==> src/hw/rtl/i2c_master_byte_engine_defines.svh <==
// Assertion macros shared by the I2C master byte engine RTL.
`ifndef I2C_MASTER_BYTE_ENGINE_DEFINES_SVH
`define I2C_MASTER_BYTE_ENGINE_DEFINES_SVH

// Same-cycle implication, checked outside reset.
`define IME_ASSERT_IMPLY(label, clk, rst, ante, cons, msg) \
  label: assert property (@(posedge clk) disable iff (rst) (ante) |-> (cons)) else $error(msg);

// Next-cycle implication, checked outside reset.
`define IME_ASSERT_NEXT(label, clk, rst, ante, cons, msg) \
  label: assert property (@(posedge clk) disable iff (rst) (ante) |=> (cons)) else $error(msg);

`endif

==> src/hw/rtl/i2cme_pkg.sv <==
// Package with the types and constants of the I2C master byte engine.
package i2cme_pkg;

  // Command codes; the values match the mode field encoding.
  typedef enum logic [2:0] {
    CMD_IDLE  = 3'd0,
    CMD_START = 3'd1,
    CMD_STOP  = 3'd2,
    CMD_WRITE = 3'd3,
    CMD_READ  = 3'd4,
    CMD_WACK  = 3'd5,
    CMD_NACK  = 3'd6
  } cmd_t;

  localparam logic [2:0] MODE_NONE    = 3'd0;
  localparam logic [2:0] MODE_START   = 3'd1;
  localparam logic [2:0] MODE_STOP    = 3'd2;
  localparam logic [2:0] MODE_WRITE   = 3'd3;
  localparam logic [2:0] MODE_READ    = 3'd4;
  localparam logic [2:0] MODE_WACK    = 3'd5;
  localparam logic [2:0] MODE_NACK    = 3'd6;

  localparam logic [7:0] ACK_LIMIT_RESET = 8'd250;
  localparam logic [3:0] BITS_PER_BYTE   = 4'd8;

  localparam int QUEUE_DEPTH = 2;
  localparam int QUEUE_PTR_W = (QUEUE_DEPTH > 1) ? $clog2(QUEUE_DEPTH) : 1;
  localparam int QUEUE_CNT_W = $clog2(QUEUE_DEPTH + 1);

  typedef struct packed {
    logic [2:0] mode;
    logic [7:0] write_data;
    logic       sda_sample;
  } req_t;

  typedef struct packed {
    logic       scl_level;
    logic       sda_level;
    logic       sda_drive_enable;
    logic       busy_res;
    logic       done_res;
    logic [7:0] read_data;
    logic       ack_seen;
    logic       ack_timed_out;
  } rsp_t;

  // Classified tick as it travels from the front to the back.
  typedef struct packed {
    cmd_t       cmd;
    logic [7:0] write_data;
    logic       sda_sample;
  } tick_t;

  typedef struct packed {
    logic full;
    logic empty;
  } q_status_t;

endpackage

==> src/hw/rtl/i2cme_front.sv <==
// Front stage: accepts ticks and decodes the mode field into a command.
module i2cme_front (
  input  logic               clk,
  input  logic               rst,
  input  logic               req_valid,
  output logic               req_ready,
  input  i2cme_pkg::req_t    req,
  input  i2cme_pkg::q_status_t q_status,
  output logic               push,
  output i2cme_pkg::tick_t   push_tick
);

  logic             held;
  i2cme_pkg::tick_t tick;
  i2cme_pkg::cmd_t  cmd_dec;

  // Modes outside the command set decode to no command.
  always_comb begin
    case (req.mode)
      i2cme_pkg::MODE_START: cmd_dec = i2cme_pkg::CMD_START;
      i2cme_pkg::MODE_STOP:  cmd_dec = i2cme_pkg::CMD_STOP;
      i2cme_pkg::MODE_WRITE: cmd_dec = i2cme_pkg::CMD_WRITE;
      i2cme_pkg::MODE_READ:  cmd_dec = i2cme_pkg::CMD_READ;
      i2cme_pkg::MODE_WACK:  cmd_dec = i2cme_pkg::CMD_WACK;
      i2cme_pkg::MODE_NACK:  cmd_dec = i2cme_pkg::CMD_NACK;
      default:               cmd_dec = i2cme_pkg::CMD_IDLE;
    endcase
  end

  assign push      = held && !q_status.full;
  assign push_tick = tick;
  assign req_ready = !held || !q_status.full;

  always_ff @(posedge clk) begin
    if (rst) begin
      held <= 1'b0;
    end else if (req_valid && req_ready) begin
      held <= 1'b1;
    end else if (push) begin
      held <= 1'b0;
    end
  end

  always_ff @(posedge clk) begin
    if (req_valid && req_ready) begin
      tick.cmd        <= cmd_dec;
      tick.write_data <= req.write_data;
      tick.sda_sample <= req.sda_sample;
    end
  end

endmodule

==> src/hw/rtl/i2cme_queue.sv <==
// Short queue of decoded ticks between the front and the back.
module i2cme_queue (
  input  logic                 clk,
  input  logic                 rst,
  input  logic                 push,
  input  i2cme_pkg::tick_t     push_tick,
  input  logic                 pop,
  output i2cme_pkg::tick_t     head,
  output i2cme_pkg::q_status_t q_status
);

  i2cme_pkg::tick_t                   entries [i2cme_pkg::QUEUE_DEPTH];
  logic [i2cme_pkg::QUEUE_PTR_W-1:0]  wr_ptr;
  logic [i2cme_pkg::QUEUE_PTR_W-1:0]  rd_ptr;
  logic [i2cme_pkg::QUEUE_CNT_W-1:0]  count;

  assign q_status.full  = (count == i2cme_pkg::QUEUE_CNT_W'(i2cme_pkg::QUEUE_DEPTH));
  assign q_status.empty = (count == '0);
  assign head           = entries[rd_ptr];

  always_ff @(posedge clk) begin
    if (rst) begin
      wr_ptr <= '0;
      rd_ptr <= '0;
      count  <= '0;
    end else begin
      if (push) begin
        wr_ptr <= (wr_ptr == i2cme_pkg::QUEUE_PTR_W'(i2cme_pkg::QUEUE_DEPTH - 1))
                  ? '0 : wr_ptr + 1'b1;
      end
      if (pop) begin
        rd_ptr <= (rd_ptr == i2cme_pkg::QUEUE_PTR_W'(i2cme_pkg::QUEUE_DEPTH - 1))
                  ? '0 : rd_ptr + 1'b1;
      end
      if (push && !pop) begin
        count <= count + 1'b1;
      end else if (pop && !push) begin
        count <= count - 1'b1;
      end
    end
  end

  always_ff @(posedge clk) begin
    if (push) begin
      entries[wr_ptr] <= push_tick;
    end
  end

endmodule

==> src/hw/rtl/i2cme_back.sv <==
// Back stage: the bus sequencer, the held results and the output register.
module i2cme_back (
  input  logic                 clk,
  input  logic                 rst,
  input  logic                 cfg_write_enable,
  input  logic [7:0]           cfg_write_data,
  input  i2cme_pkg::tick_t     head,
  input  i2cme_pkg::q_status_t q_status,
  output logic                 pop,
  output logic                 rsp_valid,
  input  logic                 rsp_ready,
  output i2cme_pkg::rsp_t      rsp
);

  logic [7:0]      ack_wait_limit;

  i2cme_pkg::cmd_t active_command, active_command_next;
  logic [1:0]      bit_phase, bit_phase_next;
  logic [3:0]      bit_count, bit_count_next;
  logic [7:0]      shift_byte, shift_byte_next;
  logic [7:0]      poll_count, poll_count_next;
  logic            clock_line, clock_line_next;
  logic            data_line, data_line_next;
  logic            data_drive, data_drive_next;
  logic [7:0]      held_read, held_read_next;
  logic            held_ack, held_ack_next;
  logic            held_timeout, held_timeout_next;
  logic            done;
  logic [3:0]      count_inc;

  // One tick is carried out when one is queued and the output slot is free or being emptied.
  assign pop = !q_status.empty && (!rsp_valid || rsp_ready);

  always_comb begin
    active_command_next = active_command;
    bit_phase_next      = bit_phase;
    bit_count_next      = bit_count;
    shift_byte_next     = shift_byte;
    poll_count_next     = poll_count;
    clock_line_next     = clock_line;
    data_line_next      = data_line;
    data_drive_next     = data_drive;
    held_read_next      = held_read;
    held_ack_next       = held_ack;
    held_timeout_next   = held_timeout;
    done                = 1'b0;
    count_inc           = bit_count + 4'd1;

    // A new command is only taken while idle; it runs its first tick now.
    if (active_command == i2cme_pkg::CMD_IDLE && head.cmd != i2cme_pkg::CMD_IDLE) begin
      active_command_next = head.cmd;
      bit_phase_next      = 2'd0;
      bit_count_next      = 4'd0;
      count_inc           = 4'd1;
      case (head.cmd)
        i2cme_pkg::CMD_WRITE: shift_byte_next = head.write_data;
        i2cme_pkg::CMD_READ:  shift_byte_next = 8'd0;
        i2cme_pkg::CMD_WACK: begin
          poll_count_next   = 8'd0;
          held_ack_next     = 1'b0;
          held_timeout_next = 1'b0;
        end
        default: ;
      endcase
    end

    case (active_command_next)
      i2cme_pkg::CMD_START: begin
        if (bit_phase_next == 2'd0) begin
          data_drive_next = 1'b1;
          data_line_next  = 1'b1;
          clock_line_next = 1'b1;
          bit_phase_next  = 2'd1;
        end else if (bit_phase_next == 2'd1) begin
          data_line_next = 1'b0;
          bit_phase_next = 2'd2;
        end else begin
          clock_line_next = 1'b0;
          done            = 1'b1;
        end
      end
      i2cme_pkg::CMD_STOP: begin
        if (bit_phase_next == 2'd0) begin
          data_drive_next = 1'b1;
          clock_line_next = 1'b0;
          data_line_next  = 1'b0;
          bit_phase_next  = 2'd1;
        end else if (bit_phase_next == 2'd1) begin
          clock_line_next = 1'b1;
          bit_phase_next  = 2'd2;
        end else begin
          data_line_next = 1'b1;
          done           = 1'b1;
        end
      end
      i2cme_pkg::CMD_WRITE: begin
        if (bit_count_next >= i2cme_pkg::BITS_PER_BYTE) begin
          data_line_next  = 1'b1;
          data_drive_next = 1'b0;
          clock_line_next = 1'b1;
          done            = 1'b1;
        end else begin
          data_drive_next = 1'b1;
          case (bit_phase_next)
            2'd0: clock_line_next = 1'b0;
            2'd1: data_line_next  = shift_byte_next[7];
            2'd2: begin
              clock_line_next = 1'b1;
              shift_byte_next = {shift_byte_next[6:0], 1'b0};
            end
            default: begin
              clock_line_next = 1'b0;
              bit_count_next  = count_inc;
            end
          endcase
          bit_phase_next = bit_phase_next + 2'd1;
        end
      end
      i2cme_pkg::CMD_READ: begin
        data_drive_next = 1'b0;
        data_line_next  = 1'b1;
        case (bit_phase_next)
          2'd0: clock_line_next = 1'b0;
          2'd1: clock_line_next = 1'b1;
          2'd2: shift_byte_next = {shift_byte_next[6:0], head.sda_sample};
          default: begin
            clock_line_next = 1'b0;
            bit_count_next  = count_inc;
            if (count_inc >= i2cme_pkg::BITS_PER_BYTE) begin
              held_read_next = shift_byte_next;
              done           = 1'b1;
            end
          end
        endcase
        bit_phase_next = bit_phase_next + 2'd1;
      end
      i2cme_pkg::CMD_WACK: begin
        data_drive_next = 1'b0;
        data_line_next  = 1'b1;
        if (bit_phase_next == 2'd0) begin
          clock_line_next = 1'b1;
          bit_phase_next  = 2'd1;
        end else if (bit_phase_next == 2'd1) begin
          if (!head.sda_sample) begin
            held_ack_next  = 1'b1;
            bit_phase_next = 2'd2;
          end else if (poll_count_next >= ack_wait_limit) begin
            held_timeout_next = 1'b1;
            bit_phase_next    = 2'd2;
          end else begin
            poll_count_next = poll_count_next + 8'd1;
          end
        end else begin
          clock_line_next = 1'b0;
          done            = 1'b1;
        end
      end
      i2cme_pkg::CMD_NACK: begin
        if (bit_phase_next == 2'd0) begin
          data_drive_next = 1'b1;
          data_line_next  = 1'b1;
          clock_line_next = 1'b0;
          bit_phase_next  = 2'd1;
        end else if (bit_phase_next == 2'd1) begin
          clock_line_next = 1'b1;
          bit_phase_next  = 2'd2;
        end else begin
          clock_line_next = 1'b0;
          done            = 1'b1;
        end
      end
      default: active_command_next = i2cme_pkg::CMD_IDLE;
    endcase

    if (done) begin
      active_command_next = i2cme_pkg::CMD_IDLE;
      bit_phase_next      = 2'd0;
      bit_count_next      = 4'd0;
    end
  end

  always_ff @(posedge clk) begin
    if (rst) begin
      ack_wait_limit <= i2cme_pkg::ACK_LIMIT_RESET;
    end else if (cfg_write_enable) begin
      ack_wait_limit <= cfg_write_data;
    end
  end

  always_ff @(posedge clk) begin
    if (rst) begin
      active_command <= i2cme_pkg::CMD_IDLE;
      bit_phase      <= 2'd0;
      bit_count      <= 4'd0;
      shift_byte     <= 8'd0;
      poll_count     <= 8'd0;
      clock_line     <= 1'b1;
      data_line      <= 1'b1;
      data_drive     <= 1'b1;
      held_read      <= 8'd0;
      held_ack       <= 1'b0;
      held_timeout   <= 1'b0;
    end else if (pop) begin
      active_command <= active_command_next;
      bit_phase      <= bit_phase_next;
      bit_count      <= bit_count_next;
      shift_byte     <= shift_byte_next;
      poll_count     <= poll_count_next;
      clock_line     <= clock_line_next;
      data_line      <= data_line_next;
      data_drive     <= data_drive_next;
      held_read      <= held_read_next;
      held_ack       <= held_ack_next;
      held_timeout   <= held_timeout_next;
    end
  end

  always_ff @(posedge clk) begin
    if (rst) begin
      rsp_valid <= 1'b0;
    end else if (pop) begin
      rsp_valid <= 1'b1;
    end else if (rsp_ready) begin
      rsp_valid <= 1'b0;
    end
  end

  always_ff @(posedge clk) begin
    if (pop) begin
      rsp.scl_level        <= clock_line_next;
      rsp.sda_level        <= data_line_next;
      rsp.sda_drive_enable <= data_drive_next;
      rsp.busy_res         <= (active_command_next != i2cme_pkg::CMD_IDLE);
      rsp.done_res         <= done;
      rsp.read_data        <= held_read_next;
      rsp.ack_seen         <= held_ack_next;
      rsp.ack_timed_out    <= held_timeout_next;
    end
  end

endmodule

==> src/hw/rtl/i2c_master_byte_engine.sv <==
// Top level of the I2C master byte engine: front decode, tick queue and bus sequencer.
//
// This block is a tick-driven I2C master. Every transaction on the req channel is one
// bus timing tick: it carries an optional command (start, stop, write byte, read byte,
// wait for acknowledge, send not-acknowledge) and the SDA level sampled on that tick,
// and it produces exactly one transaction on the rsp channel with the SCL level, the SDA
// level and drive enable, busy and done flags, the last read byte and the result of the
// last acknowledge wait. A command is only taken while no command is running; modes
// given while busy are ignored, as are modes none and seven. The sustained rate is one
// tick per clock cycle when nothing stalls. On its way from req to rsp a tick passes
// through the decode register of the front and the two-entry tick queue, and the
// sequencer then writes its response into its output register. The sequencer carries
// out one tick per cycle whenever a tick is queued and its output register is free or
// being emptied; the queue absorbs short output stalls, but a longer one fills it and
// stalls the input. The acknowledge timeout, in ticks, is written through
// cfg_write_enable and cfg_write_data (reset value 250); it should only be changed while
// no transaction is in flight.

`include "i2c_master_byte_engine_defines.svh"

module i2c_master_byte_engine (
  input  logic            clk,
  input  logic            rst,
  input  logic            cfg_write_enable,
  input  logic [7:0]      cfg_write_data,
  input  logic            req_valid,
  output logic            req_ready,
  input  i2cme_pkg::req_t req,
  output logic            rsp_valid,
  input  logic            rsp_ready,
  output i2cme_pkg::rsp_t rsp
);

  // Decoded ticks travel from the front into the queue.
  logic                 push;
  i2cme_pkg::tick_t     push_tick;

  // The back drains the queue one tick per cycle while its output register is free or being emptied.
  logic                 pop;
  i2cme_pkg::tick_t     head;
  i2cme_pkg::q_status_t q_status;

  i2cme_front u_front (
    .clk       (clk),
    .rst       (rst),
    .req_valid (req_valid),
    .req_ready (req_ready),
    .req       (req),
    .q_status  (q_status),
    .push      (push),
    .push_tick (push_tick)
  );

  i2cme_queue u_queue (
    .clk       (clk),
    .rst       (rst),
    .push      (push),
    .push_tick (push_tick),
    .pop       (pop),
    .head      (head),
    .q_status  (q_status)
  );

  i2cme_back u_back (
    .clk              (clk),
    .rst              (rst),
    .cfg_write_enable (cfg_write_enable),
    .cfg_write_data   (cfg_write_data),
    .head             (head),
    .q_status         (q_status),
    .pop              (pop),
    .rsp_valid        (rsp_valid),
    .rsp_ready        (rsp_ready),
    .rsp              (rsp)
  );

  // A finished command has already left the sequencer, so it cannot still be busy.
  `IME_ASSERT_IMPLY(a_done_not_busy, clk, rst, rsp_valid && rsp.done_res, !rsp.busy_res, "done while busy")

  // An acknowledge wait ends either with an acknowledge or with a timeout, never both.
  `IME_ASSERT_IMPLY(a_ack_exclusive, clk, rst, rsp_valid, !(rsp.ack_seen && rsp.ack_timed_out), "ack and timeout both set")

  // A released SDA line always reads as high on the level output.
  `IME_ASSERT_IMPLY(a_released_high, clk, rst, rsp_valid && !rsp.sda_drive_enable, rsp.sda_level, "released SDA not high")

  // The queue never takes a tick when it is full.
  `IME_ASSERT_IMPLY(a_no_overflow, clk, rst, push, !q_status.full, "queue overflow")

endmodule

==> config.mk <==
export PLATFORM = sky130hd
export DESIGN_NAME = i2c_master_byte_engine
export DESIGN_NICKNAME = d
export VERILOG_FILES = /design/src/hw/rtl/i2cme_pkg.sv /design/src/hw/rtl/i2cme_front.sv /design/src/hw/rtl/i2cme_queue.sv /design/src/hw/rtl/i2cme_back.sv /design/src/hw/rtl/i2c_master_byte_engine.sv
export VERILOG_INCLUDE_DIRS = /design/src /design/src/hw/rtl
export SDC_FILE = /design/constraint.sdc
export NUM_CORES = 1
export LEC_CHECK = 0
export BUFFER_PORTS_ARGS = -buffer_cell sky130_fd_sc_hd__buf_2
export CORE_MARGIN = 3
export CORE_UTILIZATION = 59
export CTS_BUF_LIST = sky130_fd_sc_hd__clkbuf_16
export CTS_CLUSTER_DIAMETER = 30
export CTS_CLUSTER_SIZE = 24
export DETAILED_ROUTE_END_ITERATION = 12
export GPL_TIMING_DRIVEN = 0
export PLACE_DENSITY = 0.84
export SLEW_MARGIN = 0
export SYNTH_ARGS = -nofsm -noshare
export SYNTH_HDL_FRONTEND = slang
export SYNTH_HIERARCHICAL = 1
export SYNTH_SLANG_ARGS = --single-unit
==> constraint.sdc <==
create_clock -name clk -period 10.7 [get_ports clk]
set_input_delay 2.14 -clock clk [delete_from_list [all_inputs] [get_ports clk]]
set_output_delay 2.14 -clock clk [all_outputs]
set_load 0.02 [all_outputs]
==> impl_results.html <==
<table>
<tr><th>Metric</th><th>Value</th></tr>
<tr><th colspan="2">Logic synthesis</th></tr>
<tr><td>Net Count, Synth</td><td>572</td></tr>
<tr><td>Area share of the largest cell type after synthesis</td><td>0.288</td></tr>
<tr><td>Synth area leader</td><td>sky130_fd_sc_hd__edfxtp_1</td></tr>
<tr><td>Most used standard cell by instance count after synthesis</td><td>sky130_fd_sc_hd__dfxtp_1</td></tr>
<tr><td>Yosys synthesis warning count</td><td>6</td></tr>
<tr><td>Leading register cell type out of synthesis</td><td>sky130_fd_sc_hd__dfxtp_1</td></tr>
<tr><td>Avg Cell Area, Syn</td><td>10.1 um^2</td></tr>
<tr><td>Number of flops mapped to enable cells by yosys</td><td>51</td></tr>
<tr><td>Number of distinct standard cells referenced by the synthesized netlist</td><td>72</td></tr>
<tr><td>Flip-flop and latch count after synthesis</td><td>104</td></tr>
<tr><td>Register area share after synthesis</td><td>0.488</td></tr>
<tr><td>Leading cell types by count after synthesis</td><td>53 x sky130_fd_sc_hd__dfxtp_1, 51 x sky130_fd_sc_hd__edfxtp_1, 48 x sky130_fd_sc_hd__a21oi_1</td></tr>
<tr><td>Instance count of the mapped netlist</td><td>526</td></tr>
<tr><td>Async set-reset flop share out of synthesis</td><td>0</td></tr>
<tr><td>Area of the mapped netlist</td><td>5320 um^2</td></tr>
<tr><td>Top area cells in the synthesized netlist</td><td>sky130_fd_sc_hd__edfxtp_1 29%, sky130_fd_sc_hd__dfxtp_1 20%, sky130_fd_sc_hd__ha_1 4.9%, sky130_fd_sc_hd__a21oi_1 4.5%, sky130_fd_sc_hd__nand2_1 3.2%</td></tr>
<tr><th colspan="2">Clocking</th></tr>
<tr><td>Deepest level of the CTS H-tree</td><td>3</td></tr>
<tr><td>Number of buffers added to fix hold violations after cts</td><td>0</td></tr>
<tr><td>CTS tree</td><td>done</td></tr>
<tr><td>Clk buf depth</td><td>2</td></tr>
<tr><td>Clock Latency Late Sink</td><td>0.34 ns</td></tr>
<tr><td>Root buffer cell</td><td>sky130_fd_sc_hd__clkbuf_16</td></tr>
<tr><td>CTS sink cnt</td><td>104</td></tr>
<tr><td>Number of post-CTS setup repair buffers</td><td>0</td></tr>
<tr><td>Count of cells resized by post-cts repair</td><td>0</td></tr>
<tr><td>CTS Buf Count</td><td>9</td></tr>
<tr><td>Clock Pin Slew Worst Setup and Hold Paths</td><td>0.07 ns</td></tr>
<tr><th colspan="2">Cells and area</th></tr>
<tr><td>Synth-to-Final Area Change</td><td>12.4%</td></tr>
<tr><td>Final core utilization</td><td>0.685</td></tr>
<tr><td>Number of fill cells in the layout</td><td>663</td></tr>
<tr><td>Nets@finish</td><td>623</td></tr>
<tr><td>Final cell count without fillers</td><td>690</td></tr>
<tr><td>Antenna diode count</td><td>0</td></tr>
<tr><td>Share of cells above drive strength 1</td><td>0.168</td></tr>
<tr><td>Post-route standard cell area excluding fillers</td><td>5970 um^2</td></tr>
<tr><th colspan="2">Place</th></tr>
<tr><td>Detailed Place HPWL</td><td>8.63 mm</td></tr>
<tr><td>Worst slack after detailed placement</td><td>5.67 ns</td></tr>
<tr><td>Total placed instance area</td><td>5650 um^2</td></tr>
<tr><td>Buffers added on ports</td><td>40</td></tr>
<tr><td>RD Place Congestion</td><td>0.955</td></tr>
<tr><td>Total instance count after detailed placement</td><td>674</td></tr>
<tr><th colspan="2">STA</th></tr>
<tr><td>Setup Total Neg Slack</td><td>0 ns</td></tr>
<tr><td>Min Tclk post-route</td><td>4.21 ns</td></tr>
<tr><td>Hold violation total from the final report</td><td>0</td></tr>
<tr><td>RSZ-0062 raised after global routing</td><td>no</td></tr>
<tr><td>Finish-stage setup viols</td><td>0</td></tr>
<tr><td>Final hold slack</td><td>0.447 ns</td></tr>
<tr><td>Count of final max-slew check failures</td><td>0</td></tr>
<tr><td>Slew of the pin with the lowest slew margin</td><td>1.06 ns</td></tr>
<tr><td>Worst max-slew margin expressed relative to the limit</td><td>0.293</td></tr>
<tr><td>Max Freq</td><td>237 MHz</td></tr>
<tr><td>Worst Skew</td><td>0.00715 ns</td></tr>
<tr><td>Final worst slack</td><td>6.49 ns</td></tr>
<tr><td>Crit share post-route</td><td>0.394</td></tr>
<tr><th colspan="2">Detailed routing</th></tr>
<tr><td>Remaining design rule violation count</td><td>0</td></tr>
<tr><td>Number of violations reported at the end of detailed-routing iteration 0</td><td>419</td></tr>
<tr><td>Remaining antenna violation count after routing</td><td>0</td></tr>
<tr><td>Via-to-Cell Ratio</td><td>6.17</td></tr>
<tr><td>WL/cell</td><td>17.4 um</td></tr>
<tr><td>Vias</td><td>4255</td></tr>
<tr><td>Drt total wl</td><td>12.0 mm</td></tr>
<tr><td>Pre-antenna DRT Iters</td><td>5</td></tr>
<tr><th colspan="2">Floorplan</th></tr>
<tr><td>Row cnt</td><td>34</td></tr>
<tr><td>I/O pin count</td><td>42</td></tr>
<tr><td>Die outline width</td><td>101 um</td></tr>
<tr><td>Die area</td><td>10200 um^2</td></tr>
<tr><td>Core region area</td><td>8720 um^2</td></tr>
<tr><td>Die height</td><td>101 um</td></tr>
<tr><td>Starting density of the core</td><td>0.610</td></tr>
<tr><th colspan="2">GRT</th></tr>
<tr><td>GRT Util Overall</td><td>0.242</td></tr>
<tr><td>Number of antenna violations at the first check in global routing</td><td>0</td></tr>
<tr><td>Wire length of the first global-routing pass</td><td>19.6 mm</td></tr>
<tr><td>Vias in the first global route</td><td>4169</td></tr>
<tr><td>Sum of overflow across all layers after global routing</td><td>0</td></tr>
<tr><td>Pin count of the biggest net entering global routing</td><td>27</td></tr>
<tr><th colspan="2">Setup path</th></tr>
<tr><td>Depth of the most critical reg-to-reg path</td><td>14</td></tr>
<tr><td>Largest fanout on the critical path</td><td>26</td></tr>
<tr><td>CP required</td><td>10.97 ns</td></tr>
<tr><td>WS Path Type</td><td>input pin to flip-flop</td></tr>
<tr><td>Setup crit end kind</td><td>flip-flop</td></tr>
<tr><td>Arrival time worst endpoint</td><td>4.49 ns</td></tr>
<tr><td>Critical path startpoint category</td><td>input pin</td></tr>
<tr><th colspan="2">Job</th></tr>
<tr><td>Max-cap viol count</td><td>0</td></tr>
<tr><th colspan="2">Min path</th></tr>
<tr><td>Hold Path Stages</td><td>0</td></tr>
<tr><td>Path category of the worst min-delay check</td><td>flip-flop to flip-flop</td></tr>
<tr><th colspan="2">Status</th></tr>
<tr><td>Result of the run</td><td>completed</td></tr>
<tr><th colspan="2">Power</th></tr>
<tr><td>Post-layout total power</td><td>1.49 mW</td></tr>
<tr><td>Cell area power density</td><td>250 nW/um^2</td></tr>
<tr><td>Peak VDD IR</td><td>0.146 mV</td></tr>
<tr><td>Leakage power summed over all cells</td><td>2.35 nW</td></tr>
</table>
[metal layers]
| metal | vias up | GRT usage | part of all wire |
|---|---|---|---|
| met1 | 2011 | 0.296 | 0.40 |
| met4 | 0 | 0.0777 | 0.014 |
| met3 | 27 | 0.0443 | 0.064 |
| met5 | - | 0 | 0 |
| li1 | 2047 | - | - |
| met2 | 170 | 0.431 | 0.52 |
[critical path, cell delays in order]
cell and delay, ns:
sky130_fd_sc_hd__buf_2 0.10, sky130_fd_sc_hd__nand2b_1 0.17, sky130_fd_sc_hd__nand2_2 0.23, sky130_fd_sc_hd__clkinv_1 0.37, sky130_fd_sc_hd__clkbuf_2 0.53, sky130_fd_sc_hd__inv_1 0.16
sky130_fd_sc_hd__ha_1 0.27, sky130_fd_sc_hd__or3_1 0.35, sky130_fd_sc_hd__a21oi_1 0.14
[cell type report]
class,count,area (um^2),share of cell area
Multi-Input combinational cell,361,2470,0.414
Clock inverter,7,95.1,0.0159
Inverter,29,109,0.0182
Clock buffer,9,225,0.0377
Buffer,32,143,0.0239
Tap cell,108,135,0.0226
Sequential cell,104,2590,0.434
Timing Repair Buffer,40,200,0.0335
[power by group]
group,internal [mW],switching [mW]
combinational,0.205,0.420
sequential,0.497,0.0279
clock,0.189,0.153
total,0.891,0.601
[cell usage in the layout (no fill, tap or decap), types with 9 or more instances in the layout]
cell / n
sky130_fd_sc_hd__o21ai_0: 12
sky130_fd_sc_hd__nand2_1: 46
sky130_fd_sc_hd__clkbuf_16: 9
sky130_fd_sc_hd__ha_1: 21
sky130_fd_sc_hd__a22oi_1: 9
sky130_fd_sc_hd__inv_1: 28
sky130_fd_sc_hd__clkbuf_1: 22
sky130_fd_sc_hd__a21oi_1: 48
sky130_fd_sc_hd__o211ai_1: 15
sky130_fd_sc_hd__a211oi_1: 10
sky130_fd_sc_hd__mux2_2: 14
sky130_fd_sc_hd__and2_1: 10
sky130_fd_sc_hd__nor2_1: 38
sky130_fd_sc_hd__nand3_1: 13
sky130_fd_sc_hd__mux2i_1: 11
sky130_fd_sc_hd__edfxtp_1: 51
sky130_fd_sc_hd__dfxtp_1: 53
sky130_fd_sc_hd__buf_2: 45
[registers in the layout, summed over array words and instances, names as in the netlist, 2 cells and up, named ones only]
signal	count
u_back/ack_wait_limit	8
u_back/active_command	3
u_back/bit_count	4
u_back/bit_phase	2
u_back/held_read	8
u_back/poll_count	8
u_back/rsp	15
u_back/shift_byte	8
u_front/push_tick	12
u_queue/count	2
u_queue/entries	24
[worst paths after layout]
path | startpoint | slack [ns] | to
setup / recovery | rsp_ready | 6.49 | u_queue/count[1]$_SDFFE_PP0P_
hold / removal | u_front/push_tick[4]$_DFFE_PP_ | 0.45 | u_queue/entries[0][4]$_DFFE_PP_
setup reg to reg | flip-flop | 6.53 | u_back/held_read[3]$_SDFFE_PP0P_
hold reg to reg | u_front/push_tick[4]$_DFFE_PP_ | 0.45 | u_queue/entries[0][4]$_DFFE_PP_
[logic make-up after synthesis]
kind of cell | count (synthesis) | synth area share
mux | 25 | 0.0504
flops | 104 | 0.488
compound gates | 144 | 0.192
xor+xnor | 5 | 0.00824
buf+inv | 61 | 0.0471
fa+ha+maj | 21 | 0.0494
simple gates | 166 | 0.165
Power figures use the tool's default switching activity.
